--- src/rtl/kwc_pkg.sv ---
package kwc_pkg;

  // Build-time sizes.
  localparam int NUM_KEYWORDS = 15;
  localparam int MAX_WORD_LEN = 100;
  localparam int COUNT_WIDTH  = 16;

  // The keyword table has fifteen entries; only the first ActiveKeys are searched.
  localparam int TABLE_SIZE = 15;
  localparam int ActiveKeys = (NUM_KEYWORDS < TABLE_SIZE) ? NUM_KEYWORDS : TABLE_SIZE;
  localparam int PACK_CHARS = 8;
  localparam int WORD_BITS  = 8 * PACK_CHARS;
  localparam int LEN_W      = 7;
  localparam int IDX_W      = 4;
  localparam int HIT_W      = 16;

  // Keyword text, first character in the low byte, sorted alphabetically.
  localparam logic [WORD_BITS-1:0] KW_CHARS [TABLE_SIZE] = '{
    64'h0000_0000_6F74_7561, // auto
    64'h0000_006B_6165_7262, // break
    64'h0000_0000_6573_6163, // case
    64'h0000_0000_7261_6863, // char
    64'h0000_0074_736E_6F63, // const
    64'h6575_6E69_746E_6F63, // continue
    64'h0074_6C75_6166_6564, // default
    64'h0000_656E_6966_6564, // define
    64'h0000_0074_616F_6C66, // float
    64'h0000_0000_0072_6F66, // for
    64'h0000_0000_0074_6E69, // int
    64'h6465_6E67_6973_6E75, // unsigned
    64'h0000_0000_6469_6F76, // void
    64'h656C_6974_616C_6F76, // volatile
    64'h0000_0065_6C69_6877  // while
  };

  localparam logic [3:0] KW_LEN [TABLE_SIZE] = '{
    4'd4, 4'd5, 4'd4, 4'd4, 4'd5, 4'd8, 4'd7, 4'd6,
    4'd5, 4'd3, 4'd3, 4'd8, 4'd4, 4'd8, 4'd5
  };

  typedef enum logic [2:0] {
    MODE_START      = 3'd0,
    MODE_SLASH      = 3'd1,
    MODE_BLOCK      = 3'd2,
    MODE_BLOCK_STAR = 3'd3,
    MODE_LINE       = 3'd4,
    MODE_HASH       = 3'd5,
    MODE_UNDER      = 3'd6,
    MODE_WORD       = 3'd7
  } scan_mode_e;

  typedef enum logic [1:0] {
    ST_RUN  = 2'd0,
    ST_LOAD = 2'd1,
    ST_EMIT = 2'd2,
    ST_OUT  = 2'd3
  } ctrl_state_e;

  typedef struct packed {
    logic [7:0] ch;
    logic       end_of_input;
  } kwc_in_t;

  typedef struct packed {
    logic [IDX_W-1:0] keyword_index;
    logic [HIT_W-1:0] hit_count;
    logic             present;
    logic             last;
  } kwc_out_t;

  // Commands from the controller to the datapath.
  typedef struct packed {
    logic step_char;
    logic finish_input;
    logic load_pending;
    logic emit;
    logic clear_counts;
  } kwc_cmd_t;

  typedef struct packed {
    logic out_last;
  } kwc_stat_t;

  // Limits a count to the 16-bit report field.
  function automatic logic [HIT_W-1:0] sat_hit(logic [COUNT_WIDTH-1:0] c);
    logic [31:0] v;
    v = 32'(c);
    return (v > 32'h0000_FFFF) ? 16'hFFFF : v[15:0];
  endfunction

endpackage

--- src/rtl/keyword_counter_tokenizer.sv ---
// Channel   Direction  Handshake                 Word
// in        input      in_valid_i / in_ready_o   kwc_in_t  {ch, end_of_input}
// out       output     out_valid_o / out_ready_i kwc_out_t {keyword_index, hit_count,
//                                                           present, last}
//
// A source byte is taken in every cycle while no report is running, so the text
// streams at one word per cycle. An end-of-input word starts the report sequencer:
// a load state snapshots the nonzero counters, then each reported keyword passes
// through an emit state and an output state that waits for the sink; a report has
// at least one result. Input is not taken during the report.
// Reset is asynchronous and active low; it clears the tokenizer and all counters.
module keyword_counter_tokenizer (
  input  logic              clk_i,
  input  logic              rst_ni,
  input  logic              in_valid_i,
  output logic              in_ready_o,
  input  kwc_pkg::kwc_in_t  in_i,
  output logic              out_valid_o,
  input  logic              out_ready_i,
  output kwc_pkg::kwc_out_t out_o
);

  // The controller sequences the report and gates the input; the datapath
  // holds the tokenizer, the keyword counters and the output register.
  kwc_pkg::kwc_cmd_t  cmd;
  kwc_pkg::kwc_stat_t stat;

  kwc_ctrl u_ctrl (
    .clk_i       (clk_i),
    .rst_ni      (rst_ni),
    .in_valid_i  (in_valid_i),
    .in_eoi_i    (in_i.end_of_input),
    .in_ready_o  (in_ready_o),
    .out_valid_o (out_valid_o),
    .out_ready_i (out_ready_i),
    .stat_i      (stat),
    .cmd_o       (cmd)
  );

  // The byte itself is only looked at when the controller issues a step command.
  kwc_datapath u_datapath (
    .clk_i  (clk_i),
    .rst_ni (rst_ni),
    .ch_i   (in_i.ch),
    .cmd_i  (cmd),
    .stat_o (stat),
    .out_o  (out_o)
  );

endmodule

--- src/rtl/kwc_ctrl.sv ---
module kwc_ctrl (
  input  logic                clk_i,
  input  logic                rst_ni,
  input  logic                in_valid_i,
  input  logic                in_eoi_i,
  output logic                in_ready_o,
  output logic                out_valid_o,
  input  logic                out_ready_i,
  input  kwc_pkg::kwc_stat_t  stat_i,
  output kwc_pkg::kwc_cmd_t   cmd_o
);

  kwc_pkg::ctrl_state_e state_q, state_d;

  always_ff @(posedge clk_i or negedge rst_ni) begin
    if (!rst_ni) begin
      state_q <= kwc_pkg::ST_RUN;
    end else begin
      state_q <= state_d;
    end
  end

  always_comb begin
    state_d = state_q;
    unique case (state_q)
      kwc_pkg::ST_RUN: begin
        if (in_valid_i && in_eoi_i) begin
          state_d = kwc_pkg::ST_LOAD;
        end
      end
      kwc_pkg::ST_LOAD: state_d = kwc_pkg::ST_EMIT;
      kwc_pkg::ST_EMIT: state_d = kwc_pkg::ST_OUT;
      kwc_pkg::ST_OUT: begin
        if (out_ready_i) begin
          state_d = stat_i.out_last ? kwc_pkg::ST_RUN : kwc_pkg::ST_EMIT;
        end
      end
    endcase
  end

  always_comb begin
    in_ready_o  = 1'b0;
    out_valid_o = 1'b0;
    cmd_o       = '0;
    unique case (state_q)
      kwc_pkg::ST_RUN: begin
        in_ready_o         = 1'b1;
        cmd_o.step_char    = in_valid_i && !in_eoi_i;
        cmd_o.finish_input = in_valid_i && in_eoi_i;
      end
      kwc_pkg::ST_LOAD: cmd_o.load_pending = 1'b1;
      kwc_pkg::ST_EMIT: cmd_o.emit = 1'b1;
      kwc_pkg::ST_OUT: begin
        out_valid_o        = 1'b1;
        cmd_o.clear_counts = out_ready_i && stat_i.out_last;
      end
    endcase
  end

endmodule

--- src/rtl/kwc_datapath.sv ---
module kwc_datapath (
  input  logic               clk_i,
  input  logic               rst_ni,
  input  logic [7:0]         ch_i,
  input  kwc_pkg::kwc_cmd_t  cmd_i,
  output kwc_pkg::kwc_stat_t stat_o,
  output kwc_pkg::kwc_out_t  out_o
);

  localparam int NK = kwc_pkg::ActiveKeys;
  localparam int WB = kwc_pkg::WORD_BITS;
  localparam int LW = kwc_pkg::LEN_W;

  kwc_pkg::scan_mode_e mode_q, mode_d;
  logic [WB-1:0] word_q, word_d;
  logic [LW-1:0] len_q, len_d;
  logic [kwc_pkg::COUNT_WIDTH-1:0] cnt_q [NK];
  logic [NK-1:0] pend_q, pend_d;
  kwc_pkg::kwc_out_t out_q, out_d;

  logic          fin;
  logic [WB-1:0] fin_chars;
  logic [LW-1:0] fin_len;
  logic [WB-1:0] app_word;
  logic [LW-1:0] app_len;
  logic [NK-1:0] match;
  logic [NK-1:0] nz_mask;

  function automatic logic is_alpha(logic [7:0] c);
    return (c >= 8'h61 && c <= 8'h7A) || (c >= 8'h41 && c <= 8'h5A);
  endfunction

  function automatic logic is_digit(logic [7:0] c);
    return c >= 8'h30 && c <= 8'h39;
  endfunction

  function automatic logic is_space(logic [7:0] c);
    return c == 8'h20 || (c >= 8'h09 && c <= 8'h0D);
  endfunction

  function automatic kwc_pkg::scan_mode_e start_mode(logic [7:0] c);
    kwc_pkg::scan_mode_e m;
    priority if (c == 8'h2F) m = kwc_pkg::MODE_SLASH;
    else if (c == 8'h23)     m = kwc_pkg::MODE_HASH;
    else if (c == 8'h5F)     m = kwc_pkg::MODE_UNDER;
    else if (is_alpha(c))    m = kwc_pkg::MODE_WORD;
    else                     m = kwc_pkg::MODE_START;
    return m;
  endfunction

  // Tokenizer next state.
  always_comb begin
    mode_d    = mode_q;
    word_d    = word_q;
    len_d     = len_q;
    fin       = 1'b0;
    fin_chars = word_q;
    fin_len   = len_q;
    app_word  = word_q;
    if (len_q < LW'(kwc_pkg::PACK_CHARS)) begin
      app_word[8*len_q[2:0] +: 8] = ch_i;
    end
    app_len = len_q + 1'b1;

    if (cmd_i.finish_input) begin
      fin    = (mode_q == kwc_pkg::MODE_WORD);
      mode_d = kwc_pkg::MODE_START;
      word_d = '0;
      len_d  = '0;
    end else if (cmd_i.step_char) begin
      unique case (mode_q)
        kwc_pkg::MODE_BLOCK: begin
          if (ch_i == 8'h2A) mode_d = kwc_pkg::MODE_BLOCK_STAR;
        end
        kwc_pkg::MODE_BLOCK_STAR: begin
          if (ch_i == 8'h2F) begin
            mode_d = kwc_pkg::MODE_START;
          end else if (ch_i != 8'h2A) begin
            mode_d = kwc_pkg::MODE_BLOCK;
          end
        end
        kwc_pkg::MODE_LINE, kwc_pkg::MODE_HASH: begin
          if (ch_i == 8'h0A) mode_d = kwc_pkg::MODE_START;
        end
        kwc_pkg::MODE_UNDER: begin
          if (is_space(ch_i)) mode_d = kwc_pkg::MODE_START;
        end
        kwc_pkg::MODE_SLASH: begin
          if (ch_i == 8'h2A) begin
            mode_d = kwc_pkg::MODE_BLOCK;
          end else if (ch_i == 8'h2F) begin
            mode_d = kwc_pkg::MODE_LINE;
          end else begin
            mode_d = start_mode(ch_i);
            word_d = {{(WB-8){1'b0}}, ch_i};
            len_d  = LW'(1);
          end
        end
        kwc_pkg::MODE_WORD: begin
          if (is_alpha(ch_i) || is_digit(ch_i)) begin
            word_d = app_word;
            len_d  = app_len;
            if (app_len >= LW'(kwc_pkg::MAX_WORD_LEN)) begin
              // A word that reaches the length limit ends right here.
              fin       = 1'b1;
              fin_chars = app_word;
              fin_len   = app_len;
              mode_d    = kwc_pkg::MODE_START;
              word_d    = '0;
              len_d     = '0;
            end
          end else begin
            // The terminating byte cannot start a word, so the word clears.
            fin    = 1'b1;
            mode_d = start_mode(ch_i);
            word_d = '0;
            len_d  = '0;
          end
        end
        kwc_pkg::MODE_START: begin
          mode_d = start_mode(ch_i);
          word_d = {{(WB-8){1'b0}}, ch_i};
          len_d  = LW'(1);
        end
      endcase
    end
  end

  // Parallel keyword compare; table entries are distinct, so at most one hits.
  always_comb begin
    for (int k = 0; k < NK; k++) begin
      match[k]   = fin && (fin_len == LW'(kwc_pkg::KW_LEN[k]))
                   && (fin_chars == kwc_pkg::KW_CHARS[k]);
      nz_mask[k] = |cnt_q[k];
    end
  end

  // Report selection: lowest pending keyword first.
  logic [NK-1:0] pick;
  logic [kwc_pkg::IDX_W-1:0] pick_idx;
  logic [kwc_pkg::COUNT_WIDTH-1:0] pick_cnt;

  always_comb begin
    pick     = pend_q & (~pend_q + 1'b1);
    pick_idx = '0;
    pick_cnt = '0;
    for (int k = 0; k < NK; k++) begin
      if (pick[k]) begin
        pick_idx = kwc_pkg::IDX_W'(k);
        pick_cnt = cnt_q[k];
      end
    end
    pend_d = pend_q;
    out_d  = out_q;
    if (cmd_i.load_pending) begin
      pend_d = nz_mask;
    end else if (cmd_i.emit) begin
      pend_d = pend_q & ~pick;
      if (pend_q == '0) begin
        out_d = '{keyword_index: '0, hit_count: '0, present: 1'b0, last: 1'b1};
      end else begin
        out_d.keyword_index = pick_idx;
        out_d.hit_count     = kwc_pkg::sat_hit(pick_cnt);
        out_d.present       = 1'b1;
        out_d.last          = (pend_q & ~pick) == '0;
      end
    end
  end

  always_ff @(posedge clk_i or negedge rst_ni) begin
    if (!rst_ni) begin
      mode_q <= kwc_pkg::MODE_START;
      word_q <= '0;
      len_q  <= '0;
      pend_q <= '0;
      for (int k = 0; k < NK; k++) begin
        cnt_q[k] <= '0;
      end
    end else begin
      mode_q <= mode_d;
      word_q <= word_d;
      len_q  <= len_d;
      pend_q <= pend_d;
      for (int k = 0; k < NK; k++) begin
        if (cmd_i.clear_counts) begin
          cnt_q[k] <= '0;
        end else if (match[k] && !(&cnt_q[k])) begin
          cnt_q[k] <= cnt_q[k] + 1'b1;
        end
      end
    end
  end

  always_ff @(posedge clk_i) begin
    out_q <= out_d;
  end

  assign out_o           = out_q;
  assign stat_o.out_last = out_q.last;

endmodule

--- config.mk ---
export PLATFORM = sky130hd
export DESIGN_NAME = keyword_counter_tokenizer
export DESIGN_NICKNAME = d
export VERILOG_FILES = /design/src/rtl/kwc_pkg.sv /design/src/rtl/keyword_counter_tokenizer.sv /design/src/rtl/kwc_ctrl.sv /design/src/rtl/kwc_datapath.sv
export SDC_FILE = /design/constraint.sdc
export NUM_CORES = 1
export LEC_CHECK = 0
export BUFFER_PORTS_ARGS = -buffer_cell sky130_fd_sc_hd__buf_2
export CAP_MARGIN = 20
export CELL_PAD_IN_SITES_DETAIL_PLACEMENT = 0
export CELL_PAD_IN_SITES_GLOBAL_PLACEMENT = 1
export CORE_ASPECT_RATIO = 0.5
export CORE_MARGIN = 4
export CORE_UTILIZATION = 53
export CTS_CLUSTER_DIAMETER = 40
export CTS_CLUSTER_SIZE = 10
export DETAILED_ROUTE_END_ITERATION = 6
export GPL_ROUTABILITY_DRIVEN = 0
export HOLD_SLACK_MARGIN = 0.15
export PLACE_DENSITY = 0.95
export SYNTH_ARGS = -nofsm -noshare
export SYNTH_HDL_FRONTEND = slang
export SYNTH_SLANG_ARGS = --single-unit
--- constraint.sdc ---
create_clock -name clk_i -period 5.9 [get_ports clk_i]
set_clock_uncertainty 0.1 [all_clocks]
set_input_delay 0.885 -clock clk_i [delete_from_list [all_inputs] [get_ports clk_i]]
set_output_delay 0.885 -clock clk_i [all_outputs]
set_load 0.01 [all_outputs]
* Word level (Yosys, flattened, before mapping)
Index checks and enable logic that the tools add are counted.
** Word-level totals
- Logic and storage cells :: 346
- Register bits :: 353
- Output and inout bits :: 24
** Operators by class
- Reduce and logical (&&, ||, !) cells :: 120
- Mux-type cells :: 119
- Add/subtract/negate cells :: 18
- Equality and inequality tests :: 47
- Shifts and indexed selects :: 2
- Magnitude comparators :: 10
- Bitwise logic cells :: 5
** Operators by type and width (count)
- two-way mux 64 bit :: 12
- two-way mux 16 bit :: 45
- == test 64 x 31 -> 1 bit (second input constant) :: 4
- == test 64 x 39 -> 1 bit (second input constant) :: 4
- adder 16 x 1 -> 16 bit (second input constant) :: 15
- AND reduction 16 bit :: 15
- OR reduction 16 bit :: 15
- == test 64 x 63 -> 1 bit (second input constant) :: 3
- case mux 64 bit (3 select lines) :: 1
- == test 64 x 23 -> 1 bit (second input constant) :: 2
- two-way mux 7 bit :: 11
- bitwise mux 64 bit :: 1
- == test 64 x 47 -> 1 bit (second input constant) :: 1
- == test 64 x 55 -> 1 bit (second input constant) :: 1
- variable shift 8 x 34 -> 64 bit (first input constant) :: 1
- variable part select 8 x 34 -> 64 bit :: 1
- two-way mux 3 bit :: 19
- logical AND 1 bit :: 43
- negation 6 -> 34 bit :: 1
- nonzero test 2 bit :: 17
- == test 8 x 6 -> 1 bit (second input constant) :: 4
- bitwise AND 15 bit :: 2
- zero test 15 bit :: 2
- two-way mux 15 bit :: 2
- other kinds (44) :: 99

* Depth between registers and ports, before layout
- Depth after elaboration :: 18
- Gate-level depth with buffers :: 15

* Modules after synthesis
From an unflattened synthesis, not the netlist that was laid out.
** Second synthesis, totals
- Cell total of the unflattened synthesis :: 2455
- Area, all modules :: 21430.6 µm²
** By module, submodules not included
- kwc_datapath :: times used 1, cells an instance 2443, area each 21304.2 µm², sequential area each 8893.5 µm²
- kwc_ctrl :: times used 1, cells an instance 12, area each 126.4 µm², sequential area each 50.0 µm²

* Worst setup path before layout
Ideal clock, no wire load.
- Path kind :: input-to-reg
- Start point :: input in_i[4] in the netlist's numbering
- End point :: register u_datapath.cnt_q[147] in the netlist's numbering
- Buffers on the path :: 3
- Setup slack :: 2.451 ns
- Library setup time :: 0.078 ns
- Arrival time :: 3.271 ns
- Cell stages on the path :: 10
- Data required time :: 5.722 ns
- Cell sequence :: clkbuf_1 nand2_1 o21ba_2 a21o_1 buf_2 nor4b_1 clkbuf_1 nand2_1 or4_1 a21oi_1
** Between the ends
- Word-level cells in the longest chain between the ends :: 13
** Ends and longest elaborated chain
- start, declared :: RTL line keyword_counter_tokenizer.sv:17 : input kwc_pkg::kwc_in_t in_i,
- branches (longest 10 deep; another with variable part select 8 x 34 -> 64 bit)
- logical AND 1 bit (*) :: RTL line kwc_datapath.sv:133 : && (fin_chars == kwc_pkg::KW_CHARS[k]);
- logical AND 1 bit (*) :: RTL line kwc_datapath.sv:187 : end else if (match[k] && !(&cnt_q[k])) begin
- nonzero test 2 bit (no line) (*)
- end signal, assigned by index :: RTL line kwc_datapath.sv:188 : cnt_q[k] <= cnt_q[k] + 1'b1;
- end, declared :: RTL line kwc_datapath.sv:17 : logic [kwc_pkg::COUNT_WIDTH-1:0] cnt_q [NK];
Every way passes the cells marked *.
A chain may end at the register's enable or synchronous reset.

* Worst setup path in the final report
- Start point :: register u_datapath.pend_q[1]
- End point :: register u_datapath.out_q (netlist bit u_datapath.out_o[16]) (data pin)
** Between the ends
- Word-level cells in the longest chain between the ends :: 17
** Ends and longest elaborated chain
- start, declared :: RTL line kwc_datapath.sv:18 : logic [NK-1:0] pend_q, pend_d;
- start signal, assigned :: RTL line kwc_datapath.sv:183 : pend_q <= pend_d;
- inverter 15 bit :: RTL line kwc_datapath.sv:144 : pick = pend_q & (~pend_q + 1'b1);
- adder 15 x 1 -> 15 bit :: RTL line kwc_datapath.sv:144
- bitwise AND 15 bit :: RTL line kwc_datapath.sv:144
- two-way mux 16 bit (14 in series) :: RTL line kwc_datapath.sv:148 : if (pick[k]) begin
- end signal, assigned :: RTL line kwc_datapath.sv:195 : out_q <= out_d;
- end, declared :: RTL line kwc_datapath.sv:19 : kwc_pkg::kwc_out_t out_q, out_d;
Several ways; a longest one is shown, not always the timed one.

==> results.py <==
metrics = {
    "logic_synthesis": {
        "synth_top_flop_cell": "dfrtp_1",
        "synth_enable_flop_cells": 22,
        "synth_top_area_share_pct": 36.6,
        "synth_area_per_cell_sq_um": 8.59,
        "ys_types": 86,
        "synth_area_sq_um": 22600,
        "syn-instance-count": 2634,
        "ys_seq_area_share_pct": 39.5,
        "async_reset_ff_share_pct": 93.8,
        "synth_most_common_cell": "dfrtp_1",
        "synth_nets": 2689,
        "synth_common_cells": "331 x dfrtp_1, 259 x nand2_1, 158 x a21oi_1, 157 x clkbuf_1, 150 x nand3_1",
        "yosys_warnings": 0,
        "synth_top_area_cell": "dfrtp_1",
        "synth-seq-cells": 353,
        "ys_top_cells_by_area": "dfrtp_1 37%, nand2_1 4.3%, a21oi_1 3.5%",
    },
    "power_and_ir_drop": {
        "seqPwrFrac_pct": 37.8,
        "power_mw": 7.69,
        "netSwitchingFraction_pct": 36.5,
        "switchingPower_mw": 2.81,
        "power_frac_clock_pct": 34.3,
        "power.internal_mw": 4.88,
        "vdd_drop_max_uv": 206,
        "comb_power_share_pct": 28.0,
        "power_density_nw_per_um2": 312,
        "p_leak_nw": 9.81,
    },
    "clock_network": {
        "cts_max_path_buffers": 3,
        "htree_levels": 2,
        "cts_resized": 0,
        "numCtsBuffers": 45,
        "root_buffer": "clkbuf_16",
        "postCtsHoldBufs": 0,
        "cts_sinks": 353,
        "clkTransAtPathRegs_ps": 60,
        "cts_setup_buffers": 0,
        "clkLatencyLatePin_ps": 570,
        "tritoncts": "yes",
    },
    "worst_setup_path": {
        "crit_path_end_kind": "flop",
        "ff2ff_path_depth": 7,
        "r2r_slack_ps": 1610,
        "worstSetupPathType": "reg2reg",
        "critPathLaunch": "u_datapath.pend_q[1]$_DFFE_PN0P_",
        "required_ps": 6160,
        "critPathArrivalTime_ps": 4550,
        "crit_path_start_kind": "flop",
        "crit_path_max_fanout": 26,
        "cp-endpoint": "u_datapath.out_o[16]$_SDFFCE_PP0P_",
        "worstReg2RegStart": "u_datapath.pend_q[1]$_DFFE_PN0P_",
        "worstReg2RegEnd": "u_datapath.out_o[16]$_SDFFCE_PP0P_",
    },
    "floorplan": {
        "dieHeight_microns": 154,
        "start_util_pct": 53.8,
        "core-area_sq_um": 42100,
        "dieArea_sq_um": 46300,
        "die_w_microns": 300,
        "rows": 53,
        "io_pins": 37,
    },
    "timing": {
        "fmax_mhz": 233,
        "fin_crit_ps": 4290,
        "worst_pin_slew_ps": 1110,
        "slew_viol_final": 0,
        "slew_headroom_pct": 25.6,
        "totalNegativeSetupSlack_ps": 0,
        "period_share_pct": 72.7,
        "setup_viol": 0,
        "hold_violations": 0,
        "rsz0062_at_grt": "false",
    },
    "layout": {
        "fin_util_pct": 58.5,
        "syn2layout_area_growth_pct": 8.75,
        "nFillCells": 3707,
        "antennaDiodeCount": 0,
        "layout.nets": 2632,
        "drive_gt1_share_pct": 6.59,
    },
    "flow_run": {
        "maxCapViolCount": 0,
    },
    "route": {
        "drc": 0,
        "dr.first_iter.drc_count": 2965,
        "avgViaCountPerCell": 6.88,
        "firstDrtPassIters": 6,
        "routed-via-count": 21838,
        "postRouteAntennaNets": 0,
        "routed_wl_microns": 73000,
        "wl_per_cell_microns": 23.0,
    },
    "global_routing": {
        "grtUsageTotal_pct": 31.0,
        "grt_overflow": 0,
        "grt_max_degree": 175,
        "antenna_found_initial": 0,
        "grt_pass1_vias": 20167,
        "grt_first_pass_wirelength_microns": 115000,
    },
    "placed_design": {
        "port_buffers": 36,
        "dp_hpwl_microns": 51200,
    },
    "hold_path": {
        "hp-class": "in2async",
    },
    "run_status": {
        "status": "finished, final reports clean",
    },
}
[power by group through the flow]
| stage | Clock, mW | Sequential (mW) | Combinational [mW] |
|---|---|---|---|
| 6_report | 2.64 | 2.90 | 2.15 |
| 5_1_grt | 2.77 | 2.92 | 2.34 |
| 4_1_cts | 2.66 | 2.89 | 2.08 |
| 3_5_place_dp | 0 | 2.93 | 2.07 |
| 3_3_place_gp | 0 | 2.93 | 2.04 |
| 2_1_floorplan | 0 | 2.86 | 1.43 |
[logic make-up after synthesis]
family	count (synthesis)	share of synthesized area (%)
muxes	73	3.29
AOI/OAI and AO/OA	599	17.8
adders and majority gates	44	2.41
DFF	353	39.5
and+or+nand+nor	1278	31.4
buffers and inverters	250	4.25
xor gates and xnor gates	37	1.43
[worst max-delay path, stage by stage, from the launching register on]
cell and delay (ps):
dfrtp_1 720, nor4_1 750, nand4_1 630, nor3_1 370, nand2b_1 110, nor2_1 780
nor4_1 260, o21ai_0 360
[cell usage in the layout, fill, tap and decap left out, types with 7 or more instances in the layout]
master,synthesis,final
a21oi_1,158,158
ha_1,42,42
nor3_1,87,87
or3_1,68,68
nor2b_1,17,17
or4_1,68,68
nand3_1,150,149
and4_1,30,30
buf_2,13,35
dfrtp_1,331,331
inv_1,75,75
edfxtp_1,22,22
clkbuf_16,0,45
and3_1,67,66
o211ai_1,14,14
nor3b_1,8,8
or2_2,7,7
nand2_1,259,259
xor2_1,13,13
a221oi_1,35,35
clkbuf_1,157,8
nand2b_1,63,63
nor2_1,143,143
o21ai_1,11,11
xnor2_1,24,24
a31oi_1,7,7
a22oi_1,34,34
o21ai_0,126,126
nand4_1,106,106
nor4b_1,26,24
and2_1,37,37
a21o_1,10,10
nand4b_1,10,10
buf_4,2,30
nor4_1,95,95
mux2i_1,70,70
a22o_1,75,75
o31ai_1,56,56
[final cells by class]
type / count / area, sq um / share of cell area, %
multi-input combinational: 2031 / 12800 / 52.0
clock inverter: 12 / 176 / 0.717
tap: 577 / 722 / 2.93
timing repair buffer: 71 / 518 / 2.10
sequential: 353 / 8940 / 36.3
clock buffer: 54 / 1170 / 4.75
inverter: 75 / 282 / 1.14
[how the worst min path moves through the flow]
stage                                        end  cells past startpoint  slack (ps)
2_1_floorplan  u_datapath.word_q[47]$_DFFE_PN0P_                      1         350
3_3_place_gp   u_datapath.word_q[47]$_DFFE_PN0P_                      1         370
3_5_place_dp   u_datapath.word_q[47]$_DFFE_PN0P_                      1         380
4_1_cts         u_datapath.cnt_q[71]$_DFFE_PN0P_                      1         270
5_1_grt         u_datapath.cnt_q[72]$_DFFE_PN0P_                      1         280
6_report        u_datapath.cnt_q[71]$_DFFE_PN0P_                      1         190
[metal layers]
metal  track usage (%)  part of all wire (%)  vias up
met2              45.0                    42     1199
li1                  -                     -     9872
met1              43.2                    42    10565
met3              11.3                    13      202
met4              9.61                   3.5        0
met5                 0                     0        -
[flip-flops by register name, indices dropped and copies added (netlist names)]
register           count
u_datapath.stat_o      1
u_datapath.word_q     64
u_datapath.out_o      21
u_datapath.pend_q     15
u_datapath.cnt_q     240
u_datapath.len_q       7
u_ctrl.state_q         2
u_datapath.mode_q      3
[metrics by stage]
step                hold WS, ps  setup slack (ps)  instance area (sq um)  cells
floorplan                   347              2450                  22600   2634
detailed placement          377              1650                  23200   3105
global route                280              1400                  24600   3173
finish                      190              1610                  24600   3173
CTS                         274              1720                  24600   3171
global placement            371              1620                  23200   3103
(Power assumes the default switching activity.)
